`src/rtl/sorted_key_table_defines.svh`:
```
// assertion macros for the sorted key table
`ifndef SORTED_KEY_TABLE_DEFINES_SVH
`define SORTED_KEY_TABLE_DEFINES_SVH

// same-cycle implication
`define SKT_ASSERT_IMP(label, clk, rst_n, ante, cons, msg) \
	label: assert property (@(posedge clk) disable iff (!rst_n) (ante) |-> (cons)) \
		else $error(msg);

// next-cycle implication
`define SKT_ASSERT_NXT(label, clk, rst_n, ante, cons, msg) \
	label: assert property (@(posedge clk) disable iff (!rst_n) (ante) |=> (cons)) \
		else $error(msg);

`endif

```
`src/rtl/sktab_pkg.sv`:
```
// shared types and codes of the sorted key table
package sktab_pkg;

	localparam int CAPACITY_DEF  = 256;
	localparam int KEY_WIDTH_DEF = 32;
	localparam int IN_KEY_W      = 32;
	localparam int OP_W          = 2;
	localparam int STATUS_W      = 2;
	localparam int POS_W         = 9;

	typedef logic [OP_W-1:0]     op_t;
	typedef logic [STATUS_W-1:0] status_t;
	typedef logic [POS_W-1:0]    pos_out_t;

	localparam op_t OP_LOOKUP = 2'd0;
	localparam op_t OP_INSERT = 2'd1;
	localparam op_t OP_DELETE = 2'd2;

	localparam status_t ST_OK     = 2'd0;
	localparam status_t ST_FULL   = 2'd1;
	localparam status_t ST_ABSENT = 2'd2;

	typedef struct packed {
		logic cmp_load;
		logic shift_up;
		logic shift_down;
	} cell_ctrl_t;

endpackage

```
`src/rtl/sktab_cell.sv`:
```
// one entry of the key table: holds a key, compares it, shifts to neighbors
module sktab_cell #(
	parameter int KEY_WIDTH = sktab_pkg::KEY_WIDTH_DEF,
	parameter int CNT_W     = 9,
	parameter int CELL_IDX  = 0
) (
	input  logic                   clk,
	input  sktab_pkg::cell_ctrl_t  ctrl,
	input  logic [CNT_W-1:0]       pos,
	input  logic                   signed_keys,
	input  logic [KEY_WIDTH-1:0]   key_ins,
	input  logic [KEY_WIDTH-1:0]   key_ord,
	input  logic [KEY_WIDTH-1:0]   left_entry,
	input  logic [KEY_WIDTH-1:0]   right_entry,
	output logic [KEY_WIDTH-1:0]   entry,
	output logic                   lt,
	output logic                   eq
);

	localparam logic [CNT_W-1:0] MY_IDX = CNT_W'(CELL_IDX);

	logic [KEY_WIDTH-1:0] entry_q;
	logic [KEY_WIDTH-1:0] entry_ord;
	logic                 lt_q;
	logic                 eq_q;

	assign entry_ord = {entry_q[KEY_WIDTH-1] ^ signed_keys, entry_q[KEY_WIDTH-2:0]};

	always_ff @(posedge clk) begin
		if (ctrl.cmp_load) begin
			lt_q <= key_ord < entry_ord;
			eq_q <= key_ord == entry_ord;
		end
	end

	always_ff @(posedge clk) begin
		if (ctrl.shift_up) begin
			if (MY_IDX == pos) begin
				entry_q <= key_ins;
			end else if (MY_IDX > pos) begin
				entry_q <= left_entry;
			end
		end else if (ctrl.shift_down) begin
			if (MY_IDX >= pos) begin
				entry_q <= right_entry;
			end
		end
	end

	assign entry = entry_q;
	assign lt    = lt_q;
	assign eq    = eq_q;

endmodule
```
`config.mk`:
```
export PLATFORM = sky130hd
export DESIGN_NAME = sktab_cell
export DESIGN_NICKNAME = d
export VERILOG_FILES = /design/src/rtl/sorted_key_table_defines.svh /design/src/rtl/sktab_pkg.sv /design/src/rtl/sktab_cell.sv
export SDC_FILE = /design/constraint.sdc
export NUM_CORES = 1
export LEC_CHECK = 0
export BUFFER_PORTS_ARGS = -buffer_cell sky130_fd_sc_hd__buf_2
export CAP_MARGIN = 30
export CORE_ASPECT_RATIO = 0.6
export CORE_MARGIN = 2
export CORE_UTILIZATION = 45
export CTS_BUF_LIST = sky130_fd_sc_hd__clkbuf_8 sky130_fd_sc_hd__clkbuf_16
export DETAILED_ROUTE_END_ITERATION = 12
export PLACE_DENSITY = 0.88
export SYNTH_ARGS = -nofsm -noshare
export SYNTH_HDL_FRONTEND = slang
export SYNTH_SLANG_ARGS = --single-unit
```
`constraint.sdc`:
```
create_clock -name clk -period 8.4 [get_ports clk]
set_clock_uncertainty 0.05 [all_clocks]
set_input_delay 1.26 -clock clk [delete_from_list [all_inputs] [get_ports clk]]
set_output_delay 1.26 -clock clk [all_outputs]
set_load 0.03 [all_outputs]
```
# --- Yosys cells after proc, flatten, opt, wreduce, memory -nomap -nowiden ---
# Cells that the tools add are included.
classes:
  order_cmp: 3
  eq_ne: 2
  n_mux: 5
  n_bitwise: 1
  reduce_logical: 4
ops:
  columns: ["op", "count"]
  rows:
  - ["32-bit 2-to-1 mux", 5]
  - ["32-bit equality test", 1]
  - ["32-bit < comparator", 1]
  - ["1-bit by 9-bit >= comparator with 1-bit output (first input constant)", 1]
  - ["1-bit by 9-bit greater-than comparator with 1-bit output (first input constant)", 1]
  - ["9-bit logical NOT", 1]
  - ["2-bit nonzero test", 2]
  - ["3-bit by 1-bit != test with 1-bit output (second input constant)", 1]
  - ["3-bit AND reduction", 1]
  - ["1-bit bitwise XOR", 1]
word_totals:
  reg_bits: 34
  out_inout_bits: 34
  input_bits: 142
  wordCells: 18

# --- Longest topological paths before layout ---
# Gate-level depths: netlist (run 1).
logic_depth:
  depth_word: 4
  ltp_mapped: 7
  depth_no_buf: 7

# --- Worst setup path before layout (run 1) ---
# Ideal clock, no wire load.
synth_path:
  path_kind: "in2reg"
  from: "in pos[5]"
  to: "reg entry_q[0], in the netlist entry[0] (enable)"
  setup_time_ps: 421
  path_buffers: 1
  slack_ps: 4602
  path_stages: 4
  arrival_time_ps: 3327
  cell_sequence: "nor4_2 nand3_2 buf_6 nor2_1"
synth_via:
  elab_chain_len: 3
synth_rtl:
  columns: ["item", "line_no", "rtl"]
  rows:
  - ["start, declared", "sktab_cell.sv:9", "input logic [CNT_W-1:0] pos,"]
  - ["1-bit by 9-bit greater-than comparator with 1-bit output (tied with other cells)", "sktab_cell.sv:40", "end else if (MY_IDX > pos) begin"]
  - ["3-bit by 1-bit != test with 1-bit output (no line) / 2-bit nonzero test (equally long branches)", null, null]
  - ["3-bit AND reduction (no line) (*)", null, null]
  - ["end signal, assigned", "sktab_cell.sv:39", "entry_q <= key_ins;"]
  - ["end signal, assigned", "sktab_cell.sv:41", "entry_q <= left_entry;"]
  - ["end signal, assigned", "sktab_cell.sv:45", "entry_q <= right_entry;"]
  - ["end, declared", "sktab_cell.sv:22", "logic [KEY_WIDTH-1:0] entry_q;"]
# Every way passes the cells marked *; elsewhere a longest branch is shown, timed or not.
# A chain may end at the register's enable or synchronous reset.

# --- Worst setup path after layout (run 1) ---
layout_path:
  from: "in pos[5]"
  to: "reg entry_q[26], in the netlist entry[26] (enable)"
# The elaborated chain is that of the path after synthesis.

==> results of run 1 <==
[cell type report]
cell class / instances / area (sq um) / share of cell area (%)
multi-input cells: 184 / 1340 / 37.8
clock buffers: 5 / 68.8 / 1.94
repair buffers: 177 / 891 / 25.2
clock inverters: 3 / 11.3 / 0.318
inverters: 33 / 124 / 3.50
well taps: 69 / 86.3 / 2.44
flip-flops and latches: 34 / 1020 / 28.8
[worst max-delay path, stage by stage]
cell and delay (ns):
buf_2 0.10, nor4_2 0.28, nand3_2 0.09, buf_4 0.32, nor2_4 0.76
[kinds of logic (layout without fill, tap and decap cells)]
family | after synthesis | count (layout) | synth area share, %
fa+ha+maj | 32 | 32 | 15.8
buf+inv | 43 | 218 | 7.25
simple gates | 62 | 62 | 11.2
xor+xnor | 1 | 1 | 0.345
mux | 32 | 32 | 12.6
compound gates | 57 | 57 | 12.5
flops | 34 | 34 | 40.3
[cells in the final DEF, fill, tap and decap left out]
cell / instances
a211o_1: 1
a211oi_1: 2
a21o_1: 3
a21oi_1: 44
a221oi_1: 1
and4_1: 2
buf_2: 175
buf_4: 2
clkbuf_8: 5
clkinv_1: 3
edfxtp_1: 34
ha_1: 32
inv_1: 33
mux2i_1: 32
nand2_1: 10
nand3_1: 2
nand3_2: 1
nand4_1: 4
nor2_1: 36
nor2_4: 1
nor3_1: 2
nor3_2: 1
nor4_2: 1
o21a_1: 2
o21ai_0: 2
o221a_1: 1
o22ai_1: 1
or2_1: 1
or2_2: 1
xnor2_1: 1
[registers in the layout, summed over array words and instances (netlist names)]
register,flops
entry,32
eq,1
lt,1
[Yosys cell counts, types with 2 or more instances]
| library cell | number |
|---|---|
| a21oi_1 | 44 |
| nor2_1 | 37 |
| edfxtp_1 | 34 |
| inv_1 | 33 |
| ha_1 | 32 |
| mux2i_1 | 32 |
| nand2_1 | 10 |
| clkbuf_1 | 7 |
| nand4_1 | 4 |
| a21o_1 | 3 |
| buf_6 | 3 |
| a211oi_1 | 2 |
| and4_1 | 2 |
| nand3_1 | 2 |
| nor3_1 | 2 |
| o21a_1 | 2 |
| o21ai_0 | 2 |
[per-layer routing]
metal,wire (um),up-vias,track usage [%]
met5,0,-,0
met4,72,0,5.07
met3,481,8,3.83
met2,3130,107,35.3
met1,2870,1086,25.9
li1,-,1280,-
[through the flow]
stage               cells  total power (uW)  setup WS (ns)  util [%]  area (sq um)
finish                505               375           5.41      64.2          3540
global route          505               393           5.27      64.2          3540
CTS                   505               378           5.38      64.2          3540
detailed placement    497               267           5.09      62.7          3460
global placement      497               263           5.14      62.7          3460
floorplan             261               226           4.60         -          2540
[worst max path at each step]
stage | startpoint | to | slack (ns) | depth (start not counted)
after floorplan | pos[5] | entry[0]$_DFFE_PP_ | 4.60 | 4
after global placement | pos[5] | entry[14]$_DFFE_PP_ | 5.14 | 5
after detailed placement | pos[5] | entry[14]$_DFFE_PP_ | 5.09 | 5
after CTS | pos[5] | entry[8]$_DFFE_PP_ | 5.38 | 5
after global routing | pos[5] | entry[17]$_DFFE_PP_ | 5.27 | 5
final | pos[5] | entry[26]$_DFFE_PP_ | 5.41 | 5
[report_power, final]
group	internal, uW	total (uW)	switching (uW)
clock	55.3	112	56.7
sequential	189	189	0.219
combinational	40.7	73.8	33.0
==> impl_results.md, run 1 <==
* Status: finished, final reports clean
* FILL cells at 464
* CP Launch Type: primary input
* Die width at 101 um
* Rel. slew slack at 40.8%
* F_max at 0.334 GHz
* Critical-path maximum fanout at 33
* GPL Wtd Cong at 0.810
* Min cycle time layout at 2.99 ns
* Pwr per Cell Area at 106 nW/um^2
* Main synth FF type: edfxtp_1
* Area contributors post-synth: edfxtp_1, ha_1, mux2i_1
* Skew-Pair Late Insertion Delay at 0.28 ns
* WHS Endpoint: eq$_DFFE_PP_
* Drt drc at 0
* Sum Neg Setup Slack at 0 ns
* Worst Hold Path Cells at 3
* Yosys cell types at 27
* Leakage power at 0.00199 uW
* Vias in the first global route at 2299
* H-Tree Depth at 2
* WL final at 6.55 mm
* Reg-to-reg endpoint: lt$_DFFE_PP_
* Hold Vio Cnt, Final at 0
* Die area at 6270 sq um
* Initial core utilization at 46.0%
* Maxcap violations at 0
* Min Hold Slack at 0.714 ns
* Synth warn at 0
* Top cell type by total area after synthesis: edfxtp_1
* Postcts setup bufs at 0
* Synthesized Nets at 435
* Antenna cells at 0
* Layout cells sized above 1 at 42.9%
* Sequential-to-total area share from yosys stat at 40.3%
* Cell count of the worst reg-to-reg path at 7
* Vias per inst at 4.91
* Initial antenna violation count at 0
* Drt pass-1 iters at 4
* Min-Delay Path Class: register to register
* Reg clk slew, reported paths at 0.07 ns
* CTS Buf Count at 5
* Worst setup EP type: register
* Post-synthesis instance total at 261
* Final HPWL DP at 5.35 mm
* Ports at 176
* Post-route ant nets at 0
* Slew Limit Fails at 0
* Post-cts hold buffer count at 0
* Worst Max-Slew Pin Slew at 0.886 ns
* Synthesis-stage register bit count at 34
* 1st-iter DRT viols at 94
* Critical Path RT at 8.25 ns
* Grt ovf at 0
* IO buf count at 175
* Clock Path Buffers at 2
* Ys async rst share at 0%
* Number of synthesized flops with an enable pin at 34
* Worst hold start: entry[0]$_DFFE_PP_
* Syn Std Cell Area at 2540 sq um
* Root buffer cell: clkbuf_8
* WL per Instance at 13.0 um
* Setup violations, final at 0
* DR vias at 2481
* Largest net degree at the start of global routing at 66
* First-pass GRT wire length at 9.97 mm
* Avg Cell Area, Syn at 9.72 sq um
* Core area at 5520 sq um
* Post-synth top area share at 40.3%
* Setup Crit Path Kind: primary input to register
* TritonCTS clock tree: yes
* Post-CTS Resized at 0
* CP arrival at 2.85 ns
* Final Cycle Share at 35.6%
* Unrepaired setup endpoints after global routing: false
* CTS sink cnt at 34
* Largest vdd supply drop at 0.0577 mV
* Global Route Usage Sum at 20.3%
* FF-to-FF Start: entry[31]$_DFFE_PP_
* Die height at 62.2 um
* Final net count at 609
* R2R Setup Slk at 6.36 ns
* FP Rows at 21
* Area delta synth->final at 39.6%
Power figures use the tool's default switching activity.
==> inputs of run 2 (changes only) <==
--- a/config.mk
+++ b/config.mk
@@ -9,10 +9,10 @@
 export CAP_MARGIN = 30
 export CORE_ASPECT_RATIO = 0.6
 export CORE_MARGIN = 2
-export CORE_UTILIZATION = 45
+export CORE_UTILIZATION = 38
 export CTS_BUF_LIST = sky130_fd_sc_hd__clkbuf_8 sky130_fd_sc_hd__clkbuf_16
 export DETAILED_ROUTE_END_ITERATION = 12
-export PLACE_DENSITY = 0.88
+export PLACE_DENSITY = 0.8
 export SYNTH_ARGS = -nofsm -noshare
 export SYNTH_HDL_FRONTEND = slang
 export SYNTH_SLANG_ARGS = --single-unit
==> constraint.sdc (replaced) <==
create_clock -name clk -period 2.7 [get_ports clk]
set_clock_uncertainty 0.05 [all_clocks]
set_input_delay 0.405 -clock clk [delete_from_list [all_inputs] [get_ports clk]]
set_output_delay 0.405 -clock clk [all_outputs]
set_load 0.03 [all_outputs]
==> run 2 against run 1 <==
Net effect:
- combinational power increased to 3.2 times the previous value
- core utilization is 9.5 points lower
- wire length rose by 6.6%
- final cell count rose by 4.2%
- first-iteration DRC count is 1.1% lower
- sequential share of layout area is 0.37 points lower
- global-route usage down 1.7 points
- highest routed layer unchanged
==> impl_results.md, run 2 (synthesis gave the netlist of run 1 again) <==
* Status: finished, final reports clean
* Leakage power at 0.00201 uW
* Vias per inst at 4.81
* Pwr per Cell Area at 327 nW/um^2
* Final net count at 612
* Initial core utilization at 38.7%
* Reg clk slew, reported paths at 0.07 ns
* Clock Path Buffers at 2
* Worst Hold Path Cells at 1
* DR vias at 2529
* Max FFs per register at 32
* GPL Wtd Cong at 0.729
* CP Launch Type: register
* Post-CTS Resized at 0
* P_int at 888 uW
* Comb power frac at 19.8%
* Critical Path RT at 2.69 ns
* Final Cell Area at 3590 sq um
* Largest vdd supply drop at 0.165 mV
* Vias in the first global route at 2476
* Worst setup EP type: register
* CP arrival at 2.04 ns
* Final Cycle Share at 75.9%
* FILL cells at 612
* Setup violations, final at 0
* Slew Limit Fails at 0
* Core area at 6560 sq um
* Min Hold Slack at 0.295 ns
* First-pass GRT wire length at 10.6 mm
* Register share of total power at 50.1%
* Layout cells sized above 1 at 43.5%
* CTS sink cnt at 34
* Final HPWL DP at 5.99 mm
* Initial antenna violation count at 0
* Commonest cells after routing, fill and taps aside: buf_2, a21oi_1, nor2_1
* Grt ovf at 0
* Switching share of power at 24.3%
* WP depth at 7
* Rel. slew slack at 71.2%
* FP Rows at 23
* H-Tree Depth at 2
* Area delta synth->final at 41.4%
* Maxcap violations at 0
* 1st-iter DRT viols at 93
* Commonest non-fill, non-tap cell in the layout: buf_2
* Antenna cells at 0
* CTS Buf Count at 5
* Global Route Usage Sum at 18.5%
* Post-cts hold buffer count at 0
* Critical-path maximum fanout at 2
* WL final at 6.98 mm
* Post-route core utilization at 54.7%
* Hold Vio Cnt, Final at 0
* P_sw at 286 uW
* Post-route ant nets at 0
* Largest net degree at the start of global routing at 35
* IO buf count at 175
* Total Power at 1170 uW
* Postcts setup bufs at 0
* Sum Neg Setup Slack at 0 ns
* Cell count of the worst reg-to-reg path at 7
* F_max at 0.488 GHz
* Min cycle time layout at 2.05 ns
* WL per Instance at 13.3 um
* Worst Max-Slew Pin Slew at 0.433 ns
* Die width at 109 um
* Setup Crit Path Kind: register to register
* Max stage delay on crit path at 0.42 ns
* Drt drc at 0
* Ports at 176
* TritonCTS clock tree: yes
* Root buffer cell: clkbuf_8
* DP Area at 3510 sq um
* Skew-Pair Late Insertion Delay at 0.28 ns
* Die area at 7370 sq um
* Slowest library cell on the worst path: edfxtp_1
* Unrepaired setup endpoints after global routing: false
* Drt pass-1 iters at 4
* Cell Chain, Critical Path: xnor2_1 > ha_1 > nand4_1 > or2_2 > nor2_1 > inv_1 > o221a_1
* Clock power frac at 30.1%
* Die height at 67.3 um
* Min-Delay Path Class: primary input to register
* Worst Path Buf+Inv at 1
* Dominant delay contributor by cell family on the critical path: simple AND/OR/NAND/NOR gates
==> run 2: through the flow <==
stage,instances,worst slack [ns]
after floorplan,261,0.287
after global placement,518,0.607
after detailed placement,518,0.512
after CTS,526,0.641
after global routing,526,0.544
final,526,0.651
==> run 2: layer usage <==
metal / GRT usage [%] / up-vias / share of wire (%)
li1: - / 1288 / -
met2: 35.8 / 104 / 50
met3: 3.76 / 6 / 7.0
met1: 21.4 / 1131 / 42
met4: 3.80 / 0 / 0.42
met5: 0 / - / 0
==> run 2: path summary, 6_finish.rpt <==
path                            slack [ns]            to                 from
worst max-delay path                  0.65  lt$_DFFE_PP_  entry[31]$_DFFE_PP_
worst min-delay path                  0.30  lt$_DFFE_PP_              ctrl[2]
worst max register to register        0.65  lt$_DFFE_PP_  entry[31]$_DFFE_PP_
worst min register to register        0.75  eq$_DFFE_PP_   entry[0]$_DFFE_PP_
==> run 2: final cells by class <==
class | count | area [sq um] | area share [%]
multi-input cells | 184 | 1340 | 37.3
flip-flops and latches | 34 | 1020 | 28.5
inverters | 33 | 124 | 3.45
clock inverters | 3 | 12.5 | 0.349
well taps | 87 | 109 | 3.03
repair buffers | 180 | 913 | 25.5
clock buffers | 5 | 68.8 | 1.92
==> run 2: power groups by stage <==
stage                     clock (uW)  sequential (uW)  combinational (uW)
final                            353              588                 233
after global routing             397              587                 265
after CTS                        376              588                 235
after detailed placement           0              599                 234
after global placement             0              599                 222
after floorplan                    0              604                98.4
==> run 2: worst reg2reg max path, cell delays in order (launching register included) <==
cell and delay (ns):
edfxtp_1 0.42, xnor2_1 0.16, ha_1 0.30, nand4_1 0.11, or2_2 0.33, nor2_1 0.14
inv_1 0.06, o221a_1 0.25
